--- src/rtl/core/scfd_pkg.sv ---
`timescale 1ns / 1ps
// ----------------------------------------------------------------------------
// Checksummed frame deframer: shared definitions
// Widths and defaults used by the deframer queue, engine and top level.
// ----------------------------------------------------------------------------
package scfd_pkg;

    localparam int BYTE_W          = 8;
    localparam int PLEN_W          = 6;

    // A frame is head, length, payload and sum, so the length is payload + 3.
    localparam int MIN_FRAME       = 4;
    localparam int FRAME_OVERHEAD  = 3;

    localparam int MAX_FRAME_DEF   = 64;
    localparam int QUEUE_DEPTH_DEF = 4;

endpackage

--- src/rtl/core/scfd_chan_if.sv ---
`timescale 1ns / 1ps
// ----------------------------------------------------------------------------
// Checksummed frame deframer: channel interfaces
// Valid/ready channels for received bytes and for payload results.
// ----------------------------------------------------------------------------
interface scfd_in_if;
    logic                        valid;
    logic                        ready;
    logic [scfd_pkg::BYTE_W-1:0] in_byte;

    modport source (output valid, output in_byte, input ready);
    modport sink   (input valid, input in_byte, output ready);
endinterface

interface scfd_out_if;
    logic                        valid;
    logic                        ready;
    logic [scfd_pkg::BYTE_W-1:0] payload_byte;
    logic                        last;
    logic [scfd_pkg::PLEN_W-1:0] payload_length;

    modport source (output valid, output payload_byte, output last,
                    output payload_length, input ready);
    modport sink   (input valid, input payload_byte, input last,
                    input payload_length, output ready);
endinterface

--- src/rtl/core/scfd_queue.sv ---
`timescale 1ns / 1ps
// ----------------------------------------------------------------------------
// Checksummed frame deframer: input queue
// Small FIFO that takes received bytes while the engine is busy scanning.
// ----------------------------------------------------------------------------
module scfd_queue #(
    parameter int DEPTH = scfd_pkg::QUEUE_DEPTH_DEF
) (
    input  logic          i_clk,
    input  logic          i_rst_n,
    scfd_in_if.sink       i_in,
    scfd_in_if.source     o_q
);

    localparam int PW = (DEPTH > 1) ? $clog2(DEPTH) : 1;
    localparam int CW = $clog2(DEPTH + 1);

    logic [scfd_pkg::BYTE_W-1:0] r_mem [DEPTH];
    logic [PW-1:0]               r_wr_ptr, n_wr_ptr;
    logic [PW-1:0]               r_rd_ptr, n_rd_ptr;
    logic [CW-1:0]               r_count,  n_count;
    logic                        push, pop;

    assign i_in.ready  = (r_count != CW'(DEPTH));
    assign o_q.valid   = (r_count != '0);
    assign o_q.in_byte = r_mem[r_rd_ptr];

    assign push = i_in.valid && i_in.ready;
    assign pop  = o_q.valid && o_q.ready;

    always_comb begin
        n_wr_ptr = r_wr_ptr;
        n_rd_ptr = r_rd_ptr;
        n_count  = r_count;
        if (push) begin
            n_wr_ptr = (r_wr_ptr == PW'(DEPTH - 1)) ? '0 : r_wr_ptr + PW'(1);
        end
        if (pop) begin
            n_rd_ptr = (r_rd_ptr == PW'(DEPTH - 1)) ? '0 : r_rd_ptr + PW'(1);
        end
        if (push && !pop) begin
            n_count = r_count + CW'(1);
        end else if (pop && !push) begin
            n_count = r_count - CW'(1);
        end
    end

    always_ff @(posedge i_clk) begin
        if (!i_rst_n) begin
            r_wr_ptr <= '0;
            r_rd_ptr <= '0;
            r_count  <= '0;
        end else begin
            r_wr_ptr <= n_wr_ptr;
            r_rd_ptr <= n_rd_ptr;
            r_count  <= n_count;
        end
    end

    always_ff @(posedge i_clk) begin
        if (push) begin
            r_mem[r_wr_ptr] <= i_in.in_byte;
        end
    end

endmodule

--- src/rtl/core/scfd_engine.sv ---
`timescale 1ns / 1ps
// ----------------------------------------------------------------------------
// Checksummed frame deframer: scan engine
// Keeps the candidate window in a circular buffer, checks head, length and
// sum from the oldest byte, and streams out the payload of a good frame.
// ----------------------------------------------------------------------------
module scfd_engine #(
    parameter int MAX_FRAME = scfd_pkg::MAX_FRAME_DEF
) (
    input  logic                        i_clk,
    input  logic                        i_rst_n,
    input  logic                        i_cfg_we,
    input  logic [scfd_pkg::BYTE_W-1:0] i_cfg_wdata,
    scfd_in_if.sink                     i_in,
    scfd_out_if.source                  o_out
);

    localparam int AW = $clog2(MAX_FRAME);
    localparam int DEPTH = 1 << AW;
    localparam int CW = $clog2(MAX_FRAME + 1);
    localparam int BW = scfd_pkg::BYTE_W;
    localparam int PW = scfd_pkg::PLEN_W;
    localparam logic [BW-1:0] MAX_LEN = BW'(MAX_FRAME);
    localparam logic [BW-1:0] MIN_LEN = BW'(scfd_pkg::MIN_FRAME);

    typedef enum logic [5:0] {
        S_IDLE = 6'b000001,
        S_HEAD = 6'b000010,
        S_HCHK = 6'b000100,
        S_LCHK = 6'b001000,
        S_SUM  = 6'b010000,
        S_EMIT = 6'b100000
    } t_state;

    t_state          r_state, n_state;
    logic [AW-1:0]   r_base,  n_base;
    logic [CW-1:0]   r_fill,  n_fill;
    logic [CW-1:0]   r_len,   n_len;
    logic [CW-1:0]   r_idx,   n_idx;
    logic [BW-1:0]   r_sum,   n_sum;
    logic [BW-1:0]   r_head_byte;

    logic [BW-1:0]   r_win [DEPTH];
    logic [BW-1:0]   r_rdata;
    logic            rd_en;
    logic [AW-1:0]   rd_addr;
    logic            wr_en;
    logic [AW-1:0]   wr_addr;

    logic            r_out_valid, n_out_valid;
    logic [BW-1:0]   r_out_byte,  n_out_byte;
    logic            r_out_last,  n_out_last;
    logic [PW-1:0]   r_out_plen,  n_out_plen;
    logic            out_free;

    assign out_free             = !r_out_valid || o_out.ready;
    assign o_out.valid          = r_out_valid;
    assign o_out.payload_byte   = r_out_byte;
    assign o_out.last           = r_out_last;
    assign o_out.payload_length = r_out_plen;
    assign i_in.ready           = (r_state == S_IDLE);

    // The newest byte always lands right after the window; when the window is
    // full the base moves on instead of the fill, dropping the oldest byte.
    assign wr_addr = r_base + r_fill[AW-1:0];

    always_comb begin
        n_state     = r_state;
        n_base      = r_base;
        n_fill      = r_fill;
        n_len       = r_len;
        n_idx       = r_idx;
        n_sum       = r_sum;
        n_out_valid = r_out_valid;
        n_out_byte  = r_out_byte;
        n_out_last  = r_out_last;
        n_out_plen  = r_out_plen;
        rd_en       = 1'b0;
        rd_addr     = r_base;
        wr_en       = 1'b0;

        if (r_out_valid && o_out.ready) begin
            n_out_valid = 1'b0;
        end

        case (r_state)
            S_IDLE: begin
                if (i_in.valid) begin
                    wr_en = 1'b1;
                    if (r_fill == CW'(MAX_FRAME)) begin
                        n_base = r_base + AW'(1);
                    end else begin
                        n_fill = r_fill + CW'(1);
                    end
                    n_state = S_HEAD;
                end
            end
            S_HEAD: begin
                if (r_fill == '0) begin
                    n_state = S_IDLE;
                end else begin
                    rd_en   = 1'b1;
                    rd_addr = r_base;
                    n_state = S_HCHK;
                end
            end
            S_HCHK: begin
                if (r_rdata != r_head_byte) begin
                    n_base  = r_base + AW'(1);
                    n_fill  = r_fill - CW'(1);
                    n_state = S_HEAD;
                end else if (r_fill < CW'(2)) begin
                    n_state = S_IDLE;
                end else begin
                    rd_en   = 1'b1;
                    rd_addr = r_base + AW'(1);
                    n_state = S_LCHK;
                end
            end
            S_LCHK: begin
                if (r_rdata < MIN_LEN || r_rdata > MAX_LEN) begin
                    n_base  = r_base + AW'(1);
                    n_fill  = r_fill - CW'(1);
                    n_state = S_HEAD;
                end else if (r_fill < CW'(r_rdata)) begin
                    // Candidate not complete yet: wait for more bytes.
                    n_state = S_IDLE;
                end else begin
                    n_len   = CW'(r_rdata);
                    n_idx   = CW'(1);
                    n_sum   = '0;
                    rd_en   = 1'b1;
                    rd_addr = r_base;
                    n_state = S_SUM;
                end
            end
            S_SUM: begin
                // The read data holds window byte r_idx - 1.
                if (r_idx == r_len) begin
                    if (r_sum == r_rdata) begin
                        n_idx   = CW'(3);
                        rd_en   = 1'b1;
                        rd_addr = r_base + AW'(2);
                        n_state = S_EMIT;
                    end else begin
                        n_base  = r_base + AW'(1);
                        n_fill  = r_fill - CW'(1);
                        n_state = S_HEAD;
                    end
                end else begin
                    n_sum   = r_sum + r_rdata;
                    n_idx   = r_idx + CW'(1);
                    rd_en   = 1'b1;
                    rd_addr = r_base + r_idx[AW-1:0];
                end
            end
            S_EMIT: begin
                if (out_free) begin
                    n_out_valid = 1'b1;
                    n_out_byte  = r_rdata;
                    n_out_last  = (r_idx == r_len - CW'(1));
                    n_out_plen  = PW'(r_len - CW'(scfd_pkg::FRAME_OVERHEAD));
                    if (r_idx == r_len - CW'(1)) begin
                        n_base  = r_base + r_len[AW-1:0];
                        n_fill  = r_fill - r_len;
                        n_state = S_IDLE;
                    end else begin
                        n_idx   = r_idx + CW'(1);
                        rd_en   = 1'b1;
                        rd_addr = r_base + r_idx[AW-1:0];
                    end
                end
            end
            default: begin
                n_state = S_IDLE;
            end
        endcase
    end

    always_ff @(posedge i_clk) begin
        if (!i_rst_n) begin
            r_state     <= S_IDLE;
            r_base      <= '0;
            r_fill      <= '0;
            r_out_valid <= 1'b0;
            r_head_byte <= '0;
        end else begin
            r_state     <= n_state;
            r_base      <= n_base;
            r_fill      <= n_fill;
            r_out_valid <= n_out_valid;
            if (i_cfg_we) begin
                r_head_byte <= i_cfg_wdata;
            end
        end
    end

    always_ff @(posedge i_clk) begin
        r_len      <= n_len;
        r_idx      <= n_idx;
        r_sum      <= n_sum;
        r_out_byte <= n_out_byte;
        r_out_last <= n_out_last;
        r_out_plen <= n_out_plen;
    end

    always_ff @(posedge i_clk) begin
        if (wr_en) begin
            r_win[wr_addr] <= i_in.in_byte;
        end
        if (rd_en) begin
            r_rdata <= r_win[rd_addr];
        end
    end

`ifndef SYNTHESIS
    a_fill_bound: assert property (@(posedge i_clk) disable iff (!i_rst_n)
        r_fill <= CW'(MAX_FRAME))
        else $error("window fill exceeds the frame limit");

    a_emit_only: assert property (@(posedge i_clk) disable iff (!i_rst_n)
        $rose(r_out_valid) |-> $past(r_state == S_EMIT))
        else $error("result beat loaded outside the emit state");

    a_sum_index: assert property (@(posedge i_clk) disable iff (!i_rst_n)
        (r_state == S_SUM) |-> (r_idx <= r_len && r_len <= r_fill))
        else $error("sum index runs past the candidate frame");

    a_last_ends: assert property (@(posedge i_clk) disable iff (!i_rst_n)
        (r_state == S_EMIT && out_free && r_idx == r_len - CW'(1))
        |=> (r_state == S_IDLE && r_out_valid && r_out_last))
        else $error("final payload beat did not close the frame");
`endif

endmodule

--- src/rtl/core/sum_checked_frame_deframer_top.sv ---
`timescale 1ns / 1ps
// ----------------------------------------------------------------------------
// Checksummed frame deframer: top level
// Finds head/length/payload/sum frames in a byte stream and emits payloads.
//
//   Channel  Dir  Handshake    Beat contents
//   i_in     in   valid/ready  in_byte
//   o_out    out  valid/ready  payload_byte, last, payload_length
//   i_cfg    in   write enable frame head byte
//
// A byte that leaves a candidate waiting passes the head check and, once the
// length is in, the length check. A rejected start is dropped at the head,
// length or sum check; the sum check reads the whole candidate from the window.
// A good frame then gives one payload beat per cycle unless o_out stalls.
// The input queue keeps taking bytes while the engine scans or emits, until full.
// Reset is synchronous and clears control state only; no clearing pass.
// ----------------------------------------------------------------------------
module sum_checked_frame_deframer_top #(
    parameter int MAX_FRAME   = scfd_pkg::MAX_FRAME_DEF,
    parameter int QUEUE_DEPTH = scfd_pkg::QUEUE_DEPTH_DEF
) (
    input  logic                        i_clk,
    input  logic                        i_rst_n,
    input  logic                        i_cfg_we,
    input  logic [scfd_pkg::BYTE_W-1:0] i_cfg_wdata,
    scfd_in_if.sink                     i_in,
    scfd_out_if.source                  o_out
);

    scfd_in_if q_if ();

    scfd_queue #(
        .DEPTH (QUEUE_DEPTH)
    ) u_queue (
        .i_clk   (i_clk),
        .i_rst_n (i_rst_n),
        .i_in    (i_in),
        .o_q     (q_if.source)
    );

    scfd_engine #(
        .MAX_FRAME (MAX_FRAME)
    ) u_engine (
        .i_clk       (i_clk),
        .i_rst_n     (i_rst_n),
        .i_cfg_we    (i_cfg_we),
        .i_cfg_wdata (i_cfg_wdata),
        .i_in        (q_if.sink),
        .o_out       (o_out)
    );

endmodule

--- src/flat_wrapper.sv ---
// flat-port wrapper written by rule: the top's interface ports become plain ports
module sum_checked_frame_deframer_top_flat 
#(
    parameter int MAX_FRAME   = scfd_pkg::MAX_FRAME_DEF,
    parameter int QUEUE_DEPTH = scfd_pkg::QUEUE_DEPTH_DEF
)
  (i_clk, i_rst_n, i_cfg_we, i_cfg_wdata, i_in_valid, i_in_in_byte, i_in_ready, o_out_valid, o_out_payload_byte, o_out_last, o_out_payload_length, o_out_ready);
  scfd_in_if i_in_i ();
  scfd_out_if o_out_i ();
  input  logic i_clk;
  input  logic i_rst_n;
  input  logic i_cfg_we;
  input  logic [scfd_pkg::BYTE_W-1:0] i_cfg_wdata;
  input wire logic [$bits(i_in_i.valid)-1:0] i_in_valid;
  input wire logic [$bits(i_in_i.in_byte)-1:0] i_in_in_byte;
  output wire logic [$bits(i_in_i.ready)-1:0] i_in_ready;
  output wire logic [$bits(o_out_i.valid)-1:0] o_out_valid;
  output wire logic [$bits(o_out_i.payload_byte)-1:0] o_out_payload_byte;
  output wire logic [$bits(o_out_i.last)-1:0] o_out_last;
  output wire logic [$bits(o_out_i.payload_length)-1:0] o_out_payload_length;
  input wire logic [$bits(o_out_i.ready)-1:0] o_out_ready;
  assign i_in_i.valid = i_in_valid;
  assign i_in_i.in_byte = i_in_in_byte;
  assign i_in_ready = i_in_i.ready;
  assign o_out_valid = o_out_i.valid;
  assign o_out_payload_byte = o_out_i.payload_byte;
  assign o_out_last = o_out_i.last;
  assign o_out_payload_length = o_out_i.payload_length;
  assign o_out_i.ready = o_out_ready;
  sum_checked_frame_deframer_top #(.MAX_FRAME(MAX_FRAME), .QUEUE_DEPTH(QUEUE_DEPTH)) u_core (.i_clk(i_clk), .i_rst_n(i_rst_n), .i_cfg_we(i_cfg_we), .i_cfg_wdata(i_cfg_wdata), .i_in(i_in_i), .o_out(o_out_i));
endmodule
--- config.mk ---
export PLATFORM = sky130hd
export DESIGN_NAME = sum_checked_frame_deframer_top_flat
export DESIGN_NICKNAME = d
export VERILOG_FILES = /design/src/rtl/core/scfd_pkg.sv /design/src/rtl/core/scfd_chan_if.sv /design/src/rtl/core/scfd_queue.sv /design/src/rtl/core/scfd_engine.sv /design/src/rtl/core/sum_checked_frame_deframer_top.sv /design/src/flat_wrapper.sv
export SDC_FILE = /design/constraint.sdc
export NUM_CORES = 1
export LEC_CHECK = 0
export BUFFER_PORTS_ARGS = -buffer_cell sky130_fd_sc_hd__buf_2
export CORE_MARGIN = 3
export CORE_UTILIZATION = 60
export CTS_CLUSTER_SIZE = 40
export DETAILED_ROUTE_END_ITERATION = 10
export GPL_TIMING_DRIVEN = 0
export PLACE_DENSITY = 0.76
export SLEW_MARGIN = 0
export SYNTH_ARGS = -nofsm -noshare
export SYNTH_HDL_FRONTEND = slang
export SYNTH_SLANG_ARGS = --single-unit
--- constraint.sdc ---
create_clock -name i_clk -period 7.13 [get_ports i_clk]
set_clock_uncertainty 0.05 [all_clocks]
set_input_delay 0.3565 -clock i_clk [delete_from_list [all_inputs] [get_ports i_clk]]
set_output_delay 0.3565 -clock i_clk [all_outputs]
set_load 0.05 [all_outputs]
Yosys cells after proc, flatten, opt, wreduce, memory -nomap -nowiden --
Memory sizes are Yosys's and may differ from the RTL's. A register that Yosys moved wholly into a read port is not among the register bits. Index checks and enable logic that the tools add are counted.
Cells by class: mux-type cells 72, divide/modulo/power cells 0, equal/unequal tests 28, shift-type cells 0, $add $sub $neg 16, $lt $le $gt $ge 4, bitwise logic cells 2, reductions and logical operators 23, multiply operators 0
Operators with widths (count):
- 6-bit 2-to-1 mux | 19
- 7-bit 2-to-1 mux | 14
- 6-bit one-hot mux with 6 select lines | 1
- 7-bit one-hot mux with 5 select lines | 1
- 6-bit one-hot mux with 5 select lines | 1
- 2-bit != test (second input constant) | 13
- 8-bit 2-to-1 mux | 3
- 7-bit one-hot mux with 3 select lines | 1
- 6-bit adder | 3
- 1-bit 2-to-1 mux | 18
- 6-bit one-hot mux with 3 select lines | 1
- 9-bit AND reduction | 2
- 8-bit one-hot mux with 2 select lines | 1
- 7-bit by 1-bit adder with 7-bit output (second input constant) | 2
- 7-bit equality test | 2
- 7-bit by 1-bit subtractor with 7-bit output (second input constant) | 2
- 5-bit 2-to-1 mux | 2
- 3-bit 2-to-1 mux | 3
- 8-bit adder | 1
- 8-bit equality test | 1
- 8-bit by 7-bit greater-than comparator with 1-bit output (second input constant) | 1
- 8-bit by 3-bit less-than comparator with 1-bit output (second input constant) | 1
- 2-bit 2-to-1 mux | 4
- 4-bit 2-to-1 mux | 2
- 32 further kinds | 46
Word-level totals: word-level logic and storage cells 161, register bits 72, memory bits (writable) 544, input port bits 21, ROM bits 0, memories kept 2, output and inout port bits 17, latch bits 0
Memory list:
- u_core.u_engine.r_win | words 64, bits a word 8, rd ports 1, clocked after Yosys merged registers in 1, write ports 1, RTL line scfd_engine.sv:43 | logic [BW-1:0] r_win [DEPTH];
- u_core.u_queue.r_mem | words 4, bits a word 8, rd ports 1, clocked after Yosys merged registers in 1, write ports 1, RTL line scfd_queue.sv:18 | logic [scfd_pkg::BYTE_W-1:0] r_mem [DEPTH];

Longest topological paths before layout --
Gate-level depths: netlist (run 1).
depth in word-level cells 6, gate-level depth with buffers 18, mapped depth without buffers 14

Cells and area by module --
A second synthesis (run 1) with hierarchy kept.
Unflattened totals: cell total of the unflattened synthesis 1842, area total of the unflattened synthesis 27614.0 um2
Modules (own cells, without submodules):
- scfd_engine | times used 1, seq. area each 17286.6 um2, cells an instance 1749, area an instance 25978.7 um2
- scfd_queue | times used 1, seq. area each 1141.1 um2, cells an instance 93, area an instance 1635.3 um2

Worst setup path after synthesis (run 1) --
No wires, ideal clock.
kind register to register, start point register u_core.u_engine.r_len[1], end point register u_core.u_engine.r_rdata[6], read port of u_core.u_engine.r_win, data pin, arrival time 3388 ps, clock period less this slack 3709 ps, path slack 3421 ps, required time 6808 ps, cell stages (with the launch flop) 14, buffers on the path 1, cells stage by stage edfxtp_1 inv_1 ha_1 o21ba_1 a221o_1 and2_4 o311ai_2 o2111a_1 nand2_2 buf_4 nor2_2 a31oi_1 a31o_1 or4_1
Between the ends: word-level cells in the longest chain between the ends 5, elaborated cells on any way between the ends 11, classes of those cells 1 x add/sub; 2 x eq/ne; 8 x mux
Ends and longest elaborated chain:
- from (decl) | RTL line scfd_engine.sv:38 | logic [CW-1:0] r_len, n_len;
- from (signal assigned) | RTL line scfd_engine.sv:199 | r_len <= n_len;
- 7-bit by 1-bit subtractor with 7-bit output | RTL line scfd_engine.sv:163 | if (r_idx == r_len - CW'(1)) begin
- 7-bit equality test | RTL line scfd_engine.sv:163
- 1-bit 2-to-1 mux or 6-bit 2-to-1 mux (tied branches) | RTL line scfd_engine.sv:163
- 1-bit 2-to-1 mux or 6-bit 2-to-1 mux (tied branches) | RTL line scfd_engine.sv:158 | if (out_free) begin
- 1-bit one-hot mux with 5 select lines or 6-bit one-hot mux with 3 select lines (tied branches) | RTL line scfd_engine.sv:86 | case (r_state)
- to (decl) | RTL line scfd_engine.sv:44 | logic [BW-1:0] r_rdata;
Parallel ways exist; a longest one is shown, timed or not. A chain may end at the register's enable or synchronous reset.

Worst setup path after layout (run 1) --
start point register u_core.u_engine.r_len[1], end point register u_core.u_engine.r_rdata[3], read port of u_core.u_engine.r_win, data pin
The elaborated chain is that of the path after synthesis.

==> results of run 1 <==
## final cells by class
type	instances	area share
Buffer	111	0.0169
Clock buffer	79	0.0574
Timing Repair Buffer	54	0.0120
Sequential cell	626	0.599
Inverter	33	0.00403
Antenna cell	1	0.0000814
Tap cell	592	0.0241
Multi-Input combinational cell	1313	0.276
Clock inverter	35	0.0100
## cell usage in the layout, fill, tap and decap left out, drive strengths merged, types with 29 or more instances in the layout
master  Yosys  routed
xnor2      40      40
and3       49      49
a21oi      60      60
o21ai      92      92
edfxtp    589     589
ha         45      45
buf        59      96
dfxtp      37      37
nand4      68      68
mux2       29      29
mux2i      64      64
nor2      156     156
nand2     215     215
a211oi     38      38
clkbuf     52     131
nand3     180     180
inv        33      38
## flip-flops by register name, summed over array words and instances, names as in the netlist, 7 cells and up, named ones only
signal                              count
u_core.u_engine.r_head_byte             8
u_core.u_engine.r_rdata                 8
u_core.u_engine.r_sum                   8
u_core.u_engine.r_win                 512
u_core.u_engine.o_out.payload_byte      8
u_core.u_queue.r_mem                   32
u_core.u_engine.r_fill                  7
u_core.u_engine.r_len                   7
u_core.u_engine.r_idx                   7
## cell families after synthesis
kind of cell,after synthesis
AOI/OAI and AO/OA,354
xor gates and xnor gates,60
adders and majority gates,51
buffers and inverters,144
DFF,626
muxes,101
and+or+nand+nor,747
## worst max path at each step
stage	depth (start not counted)	start	end
6_report	16	u_core.u_engine.r_len[1]	u_core.u_engine.r_rdata[3]
5_1_grt	16	u_core.u_engine.r_len[1]	u_core.u_engine.r_rdata[0]
4_1_cts	16	u_core.u_engine.r_len[1]	u_core.u_engine.r_rdata[3]
3_5_place_dp	16	u_core.u_engine.r_len[1]	u_core.u_engine.r_rdata[3]
3_3_place_gp	16	u_core.u_engine.r_len[1]	u_core.u_engine.r_rdata[0]
2_1_floorplan	13	u_core.u_engine.r_len[1]	u_core.u_engine.r_rdata[6]
## worst reg2reg max path, delay by kind of cell, from the launching register on
family                     cells  cell delay (ns)
buffers and inverters          4             1.70
and+or+nand+nor                5             2.16
adders and majority gates      1             0.30
AOI/OAI and AO/OA              6             1.53
DFF                            1             0.63
## through the flow
stage	worst slack [ns]	util	cells
3_5_place_dp	0.987	0.636	2712
5_1_grt	0.390	0.687	2843
2_1_floorplan	3.42	-	2083
6_report	0.370	0.687	2844
3_3_place_gp	1.10	0.636	2711
4_1_cts	0.929	0.686	2843
## routing by layer
metal | vias up | wire, µm | share of wire
met5 | - | 0 | 0
met4 | 0 | 3660 | 0.047
met3 | 257 | 9050 | 0.12
met2 | 1319 | 35200 | 0.45
met1 | 9416 | 30000 | 0.39
li1 | 8248 | - | -
## power by group
part / internal (mW) / switching [mW] / total [mW]
logic: 0.672 / 1.78 / 2.45
registers: 4.52 / 0.0826 / 4.61
clock network: 1.95 / 1.42 / 3.37
==> flow_summary.yaml, run 1 <==
setup_path:
  arrival_ns: 6.92
  worst-path-max-fanout: 10
  r2r-start: "u_core.u_engine.r_len[1]"
  r2r_end: "u_core.u_engine.r_rdata[3]"
  worstPathCellList: "inv_1 -> ha_1 -> o21ba_1 -> a221o_1 -> a2bb2oi_1 -> a21oi_1 -> nor2_1 -> a211o_1 -> buf_2 -> clkbuf_1 -> clkbuf_1 -> nand4_1 -> nand3_1 -> o31ai_1 -> nor4_1 -> nand4_1"
  slowest_delay_ns: 1.03
  path_buf_inv: 4
  reg2regPathDepth: 16
  crit_type: "register to register"
  required_ns: 7.29
  critPathCaptureType: "register"
  cp_top_family: "simple AND/OR/NAND/NOR gates"
  critPathSlowestCell: "nor4_1"
  worstSetupStartpointType: "register"
  reg2reg_slack_ns: 0.37
detailed_routing:
  wl_per_cell_um: 27.4
  num_vias: 19200
  drt_pass1_iterations: 8
  routed_wl_mm: 77.9
  routed_via_density: 6.77
  drc: 0
  postRouteAntennaNets: 0
  initialDrtViolationCount: 3013
global_routing:
  grt_util_met3: 0.0781
  busiest_layer: "met2"
  met1_usage: 0.450
  grt_use_total: 0.325
  grt_pass1_vias: 18900
  use_met2: 0.496
  gr-total-overflow: 0
  grt_pass1_wl_mm: 116
  grt_start_max_net_pins: 65
  antenna_found_initial: 1
pwr:
  power_density_nw_per_um2: 339
  power_mw: 10.4
  ir_drop_uv: 337
  power_leakage_nw: 10.7
synthesis:
  synth.top_cells.by_count: "589 x edfxtp_1, 210 x nand2_1, 180 x nand3_1, 152 x nor2_1, 89 x o21ai_0"
  ys_seq_area_frac: 0.668
  synth.distinct_cells: 91
  synth_edf_count: 589
  yosysTopAreaCell: "edfxtp_1"
  async_reset_ff_frac: 0
  synthSimpleGateAreaFrac: 0.132
  synth_top_flop_cell: "edfxtp_1"
  synthXorXnorAreaFrac: 0.0191
  synth_area_leaders: "edfxtp_1 64%, nand3_1 3.3%, nand2_1 2.9%, dfxtp_1 2.7%, mux2i_1 2.3%"
  synth_top_family_by_area: "simple AND/OR/NAND/NOR gates"
  ys.warnings.count: 0
  synth_area_um2: 27600
  synthCells: 2083
  avgSynthCellArea_um2: 13.2
  synth_top_area_frac: 0.642
  synth-compound-area-share: 0.0907
  synth_fa_ha_area_frac: 0.0248
  muxShareOfSynthArea: 0.0416
  synth_most_common_cell: "edfxtp_1"
  synth_seq_cells: 626
  synth_fp_nets: 2155
clock_tree:
  cts_resized: 0
  hold_buffers: 17
  cts_buffers: 66
  clk_latency_ns: 0.61
  root_buffer: "clkbuf_16"
  cts.path.max_buffers: 3
  clk_pin_slew_ns: 0.06
  numClockSinks: 626
  cts_tree: "built"
  postCtsSetupBuffers: 0
  htree_levels: 3
die:
  fp.dieH_um: 220
  rows: 77
  die_area_um2: 48600
  pin_count: 38
  fp.dieW_um: 220
  initial_core_util: 0.615
  core_area_um2: 44800
hold_path:
  whs_endpoint: "u_core.u_engine.o_out.valid"
  hold_path_class: "input pin to register"
  hp-start: "o_out_ready"
  hold_depth: 3
place:
  placed_cell_area_um2: 28500
  port_buffers: 36
  dp.final_hpwl_mm: 51.7
  gp_congestion: 0.984
finish:
  area_growth_syn_to_layout_pct: 11.6
  multi_input_area_um2: 8500
  fin_area_um2: 30800
  nets: 2277
  register_area_um2: 18400
  fillCellCount: 3077
  layout-drive-gt1-share: 0.114
sta:
  finalCritPeriodShare: 0.948
  whs_ns: 0.0573
  setup-violations-final: 0
  hold_viol_final: 0
  period_needed_ns: 6.76
  tns_ns: 0
  maxSlewHeadroom: 0.0378
  rsz0062_at_grt: "false"
  tightest_slew_ns: 1.44
  fmax_mhz: 148
  slew_viol_final: 0
outcome:
  outcome: "completed"
flow_run:
  cap_violations: 0
Note: power is estimated with default switching activity, not from simulation.
==> run 2, diff against run 1 <==
Settings changed: ABC_AREA set to 1.
==> run 2 against run 1 <==
  * Power rose by 27%
  * Die area rose by 5.9%
  * Cell area rose by 7.3%
  * Non-clock buffer count rose by 51
==> flow_summary.yaml, run 2 <==
synthesis:
  synth_seq_cells: 626
  synth.distinct_cells: 49
  synth_top_flop_cell: "edfxtp_1"
  synth_fp_nets: 2943
  synth_top_area_frac: 0.605
  synth.top_cells.by_count: "647 x nand2_1, 589 x edfxtp_1, 588 x nand3_1, 308 x inv_1, 171 x nor2_1"
  synth_edf_count: 589
  async_reset_ff_frac: 0
  synthCells: 2871
  synth_area_um2: 29200
  avgSynthCellArea_um2: 10.2
  ys.warnings.count: 0
  ys_seq_area_frac: 0.630
  synth_most_common_cell: "nand2_1"
  yosysTopAreaCell: "edfxtp_1"
  synth_area_leaders: "edfxtp_1 60%, nand3_1 10%, nand2_1 8.3%, inv_1 4.0%, dfxtp_1 2.5%"
clock_tree:
  cts.path.max_buffers: 3
  cts_buffers: 66
  clk_pin_slew_ns: 0.06
  numClockSinks: 626
  root_buffer: "clkbuf_16"
  htree_levels: 3
  clk_latency_ns: 0.61
  cts_tree: "built"
die:
  pin_count: 38
  die_area_um2: 51400
  initial_core_util: 0.610
  fp.dieH_um: 227
  fp.dieW_um: 227
  rows: 80
  core_area_um2: 47900
sta:
  slew_viol_final: 0
  setup-violations-final: 0
  fmax_mhz: 211
  period_needed_ns: 4.73
  tightest_slew_ns: 1.08
  rsz0062_at_grt: "false"
  hold_viol_final: 0
  maxSlewHeadroom: 0.273
  finalCritPeriodShare: 0.664
  tns_ns: 0
pwr:
  ir_drop_uv: 223
  seqPwrFrac: 0.377
  power_frac_comb: 0.358
  power_leakage_nw: 13.2
  power_mw: 13.3
  p_int_mw: 8.33
  power_density_nw_per_um2: 402
  pwr-share-clk: 0.265
  p_sw_frac: 0.373
  switchingPower_mw: 4.95
finish:
  fillCellCount: 3499
  final_cell_mix: "647 x nand2_1, 589 x edfxtp_1, 588 x nand3_1"
  fin_area_um2: 33000
  area_growth_syn_to_layout_pct: 12.9
  largest_register_ffs: 512
  register_area_um2: 18400
  mostFrequentLayoutCell: "nand2_1"
  layout-drive-gt1-share: 0.0861
  largest_registers: "u_core.u_engine.r_win: 512 flops, u_core.u_queue.r_mem: 32 flops"
  top_register: "u_core.u_engine.r_win"
  nets: 3079
  multi_input_area_um2: 8950
detailed_routing:
  routed_wl_mm: 83.7
  wl_per_cell_um: 22.8
  drc: 0
  routed_via_density: 6.03
  num_vias: 22200
  postRouteAntennaNets: 0
  initialDrtViolationCount: 2807
  drt_pass1_iterations: 8
setup_path:
  cp-endpoint: "u_core.u_engine.r_rdata[0]"
  r2r-start: "u_core.u_engine.r_rdata[3]"
  worstSetupStartpoint: "u_core.u_engine.r_rdata[3]"
  reg2regPathDepth: 18
  worst-path-max-fanout: 10
  arrival_ns: 4.99
  critPathCaptureType: "register"
  crit_type: "register to register"
  required_ns: 7.39
  reg2reg_slack_ns: 2.40
  r2r_end: "u_core.u_engine.r_rdata[0]"
  worstSetupStartpointType: "register"
hold_path:
  hold_path_class: "input pin to register"
  hp-start: "i_cfg_we"
  hold_depth: 3
place:
  gp_congestion: 1.03
  dp.final_hpwl_mm: 58.5
  placed_cell_area_um2: 30700
  port_buffers: 37
global_routing:
  grt_use_total: 0.331
  gr-total-overflow: 0
  grt_start_max_net_pins: 31
  grt_pass1_vias: 21400
  antenna_found_initial: 0
  grt_pass1_wl_mm: 126
outcome:
  outcome: "completed"
flow_run:
  cap_violations: 0
-- run 2: changes by cell type after synthesis, moves of 24 or more --
cell,delta
nand4_1,-62
and3_1,-48
buf_2,+24
o21ai_0,-27
a211oi_1,-32
nand3_1,+408
inv_1,+275
mux2i_1,-64
mux2_2,-28
nand2_1,+437
nand3b_1,+95
-- run 2: worst max-delay path, cell delays in order, from the launching register on --
cell      delay (ns)
edfxtp_1        0.54
ha_1            0.39
nor2_1          0.12
nand2_1         0.06
nor2_1          0.25
nand2_1         0.28
inv_1           0.22
nand2_1         0.13
inv_1           0.12
nand3_1         0.08
o21ai_0         0.08
a21oi_1         0.06
nand2_1         0.60
clkbuf_1        0.58
nand3_1         0.20
nand3_1         0.23
nand3_1         0.15
nand3_1         0.11
nand2_1         0.17
-- run 2: power groups by stage --
stage | combinational, mW | clock (mW) | sequential [mW]
floorplan | 2.55 | 0 | 5.10
global placement | 4.04 | 0 | 5.29
detailed placement | 4.58 | 0 | 5.08
CTS | 4.61 | 3.54 | 5.00
global route | 5.07 | 3.69 | 5.02
finish | 4.76 | 3.52 | 5.01
-- run 2: through the flow --
stage / setup slack, ns / cells / hold slack [ns] / util
final: 2.40 / 3672 / 0.0295 / 0.689
after global routing: 2.21 / 3671 / 0.0427 / 0.689
after CTS: 2.56 / 3671 / 0.0123 / 0.689
after detailed placement: 2.58 / 3540 / 0.419 / 0.640
after global placement: 0.0990 / 3523 / 0.411 / 0.630
after floorplan: 3.92 / 2871 / 0.393 / -
-- run 2: metal layers --
layer / part of all wire / global-route usage / wire (µm)
met1: 0.37 / 0.425 / 31000
met2: 0.46 / 0.531 / 38600
met3: 0.11 / 0.0711 / 9260
met4: 0.058 / 0.177 / 4870
met5: 0 / 0 / 0
-- run 2: cell families after synthesis --
kind of cell               after synthesis  share of synthesized area
AOI/OAI and AO/OA                      163                     0.0309
xor gates and xnor gates                36                     0.0108
adders and majority gates               51                     0.0234
buffers and inverters                  462                     0.0672
DFF                                    626                      0.630
and+or+nand+nor                       1533                      0.237
-- run 2: cell type report --
| class | instances | share of cell area |
|---|---|---|
| clock inverters | 28 | 0.0105 |
| flip-flops and latches | 626 | 0.558 |
| well taps | 615 | 0.0233 |
| plain buffers | 148 | 0.0238 |
| diodes | 1 | 0.0000758 |
| repair buffers | 68 | 0.0213 |
| clock buffers | 89 | 0.0561 |
| inverters | 314 | 0.0357 |
| multi-input cells | 1783 | 0.271 |
-- run 2: repair_timing --
action / CTS / global route
resized for setup: 0 / 0
hold buffers: 14 / 0
hold endpoints to repair: 37 / 0
buffers inserted: 0 / 0
-- run 2: worst min-delay path by stage --
stage                                           endpoint  slack (ns)
after detailed placement  u_core.u_engine.r_head_byte[7]        0.42
after CTS                 u_core.u_engine.r_head_byte[2]        0.01
after floorplan           u_core.u_engine.r_head_byte[7]        0.39
after global placement    u_core.u_engine.r_head_byte[0]        0.41
after global routing      u_core.u_engine.r_head_byte[2]        0.04
final                     u_core.u_engine.r_head_byte[4]        0.03
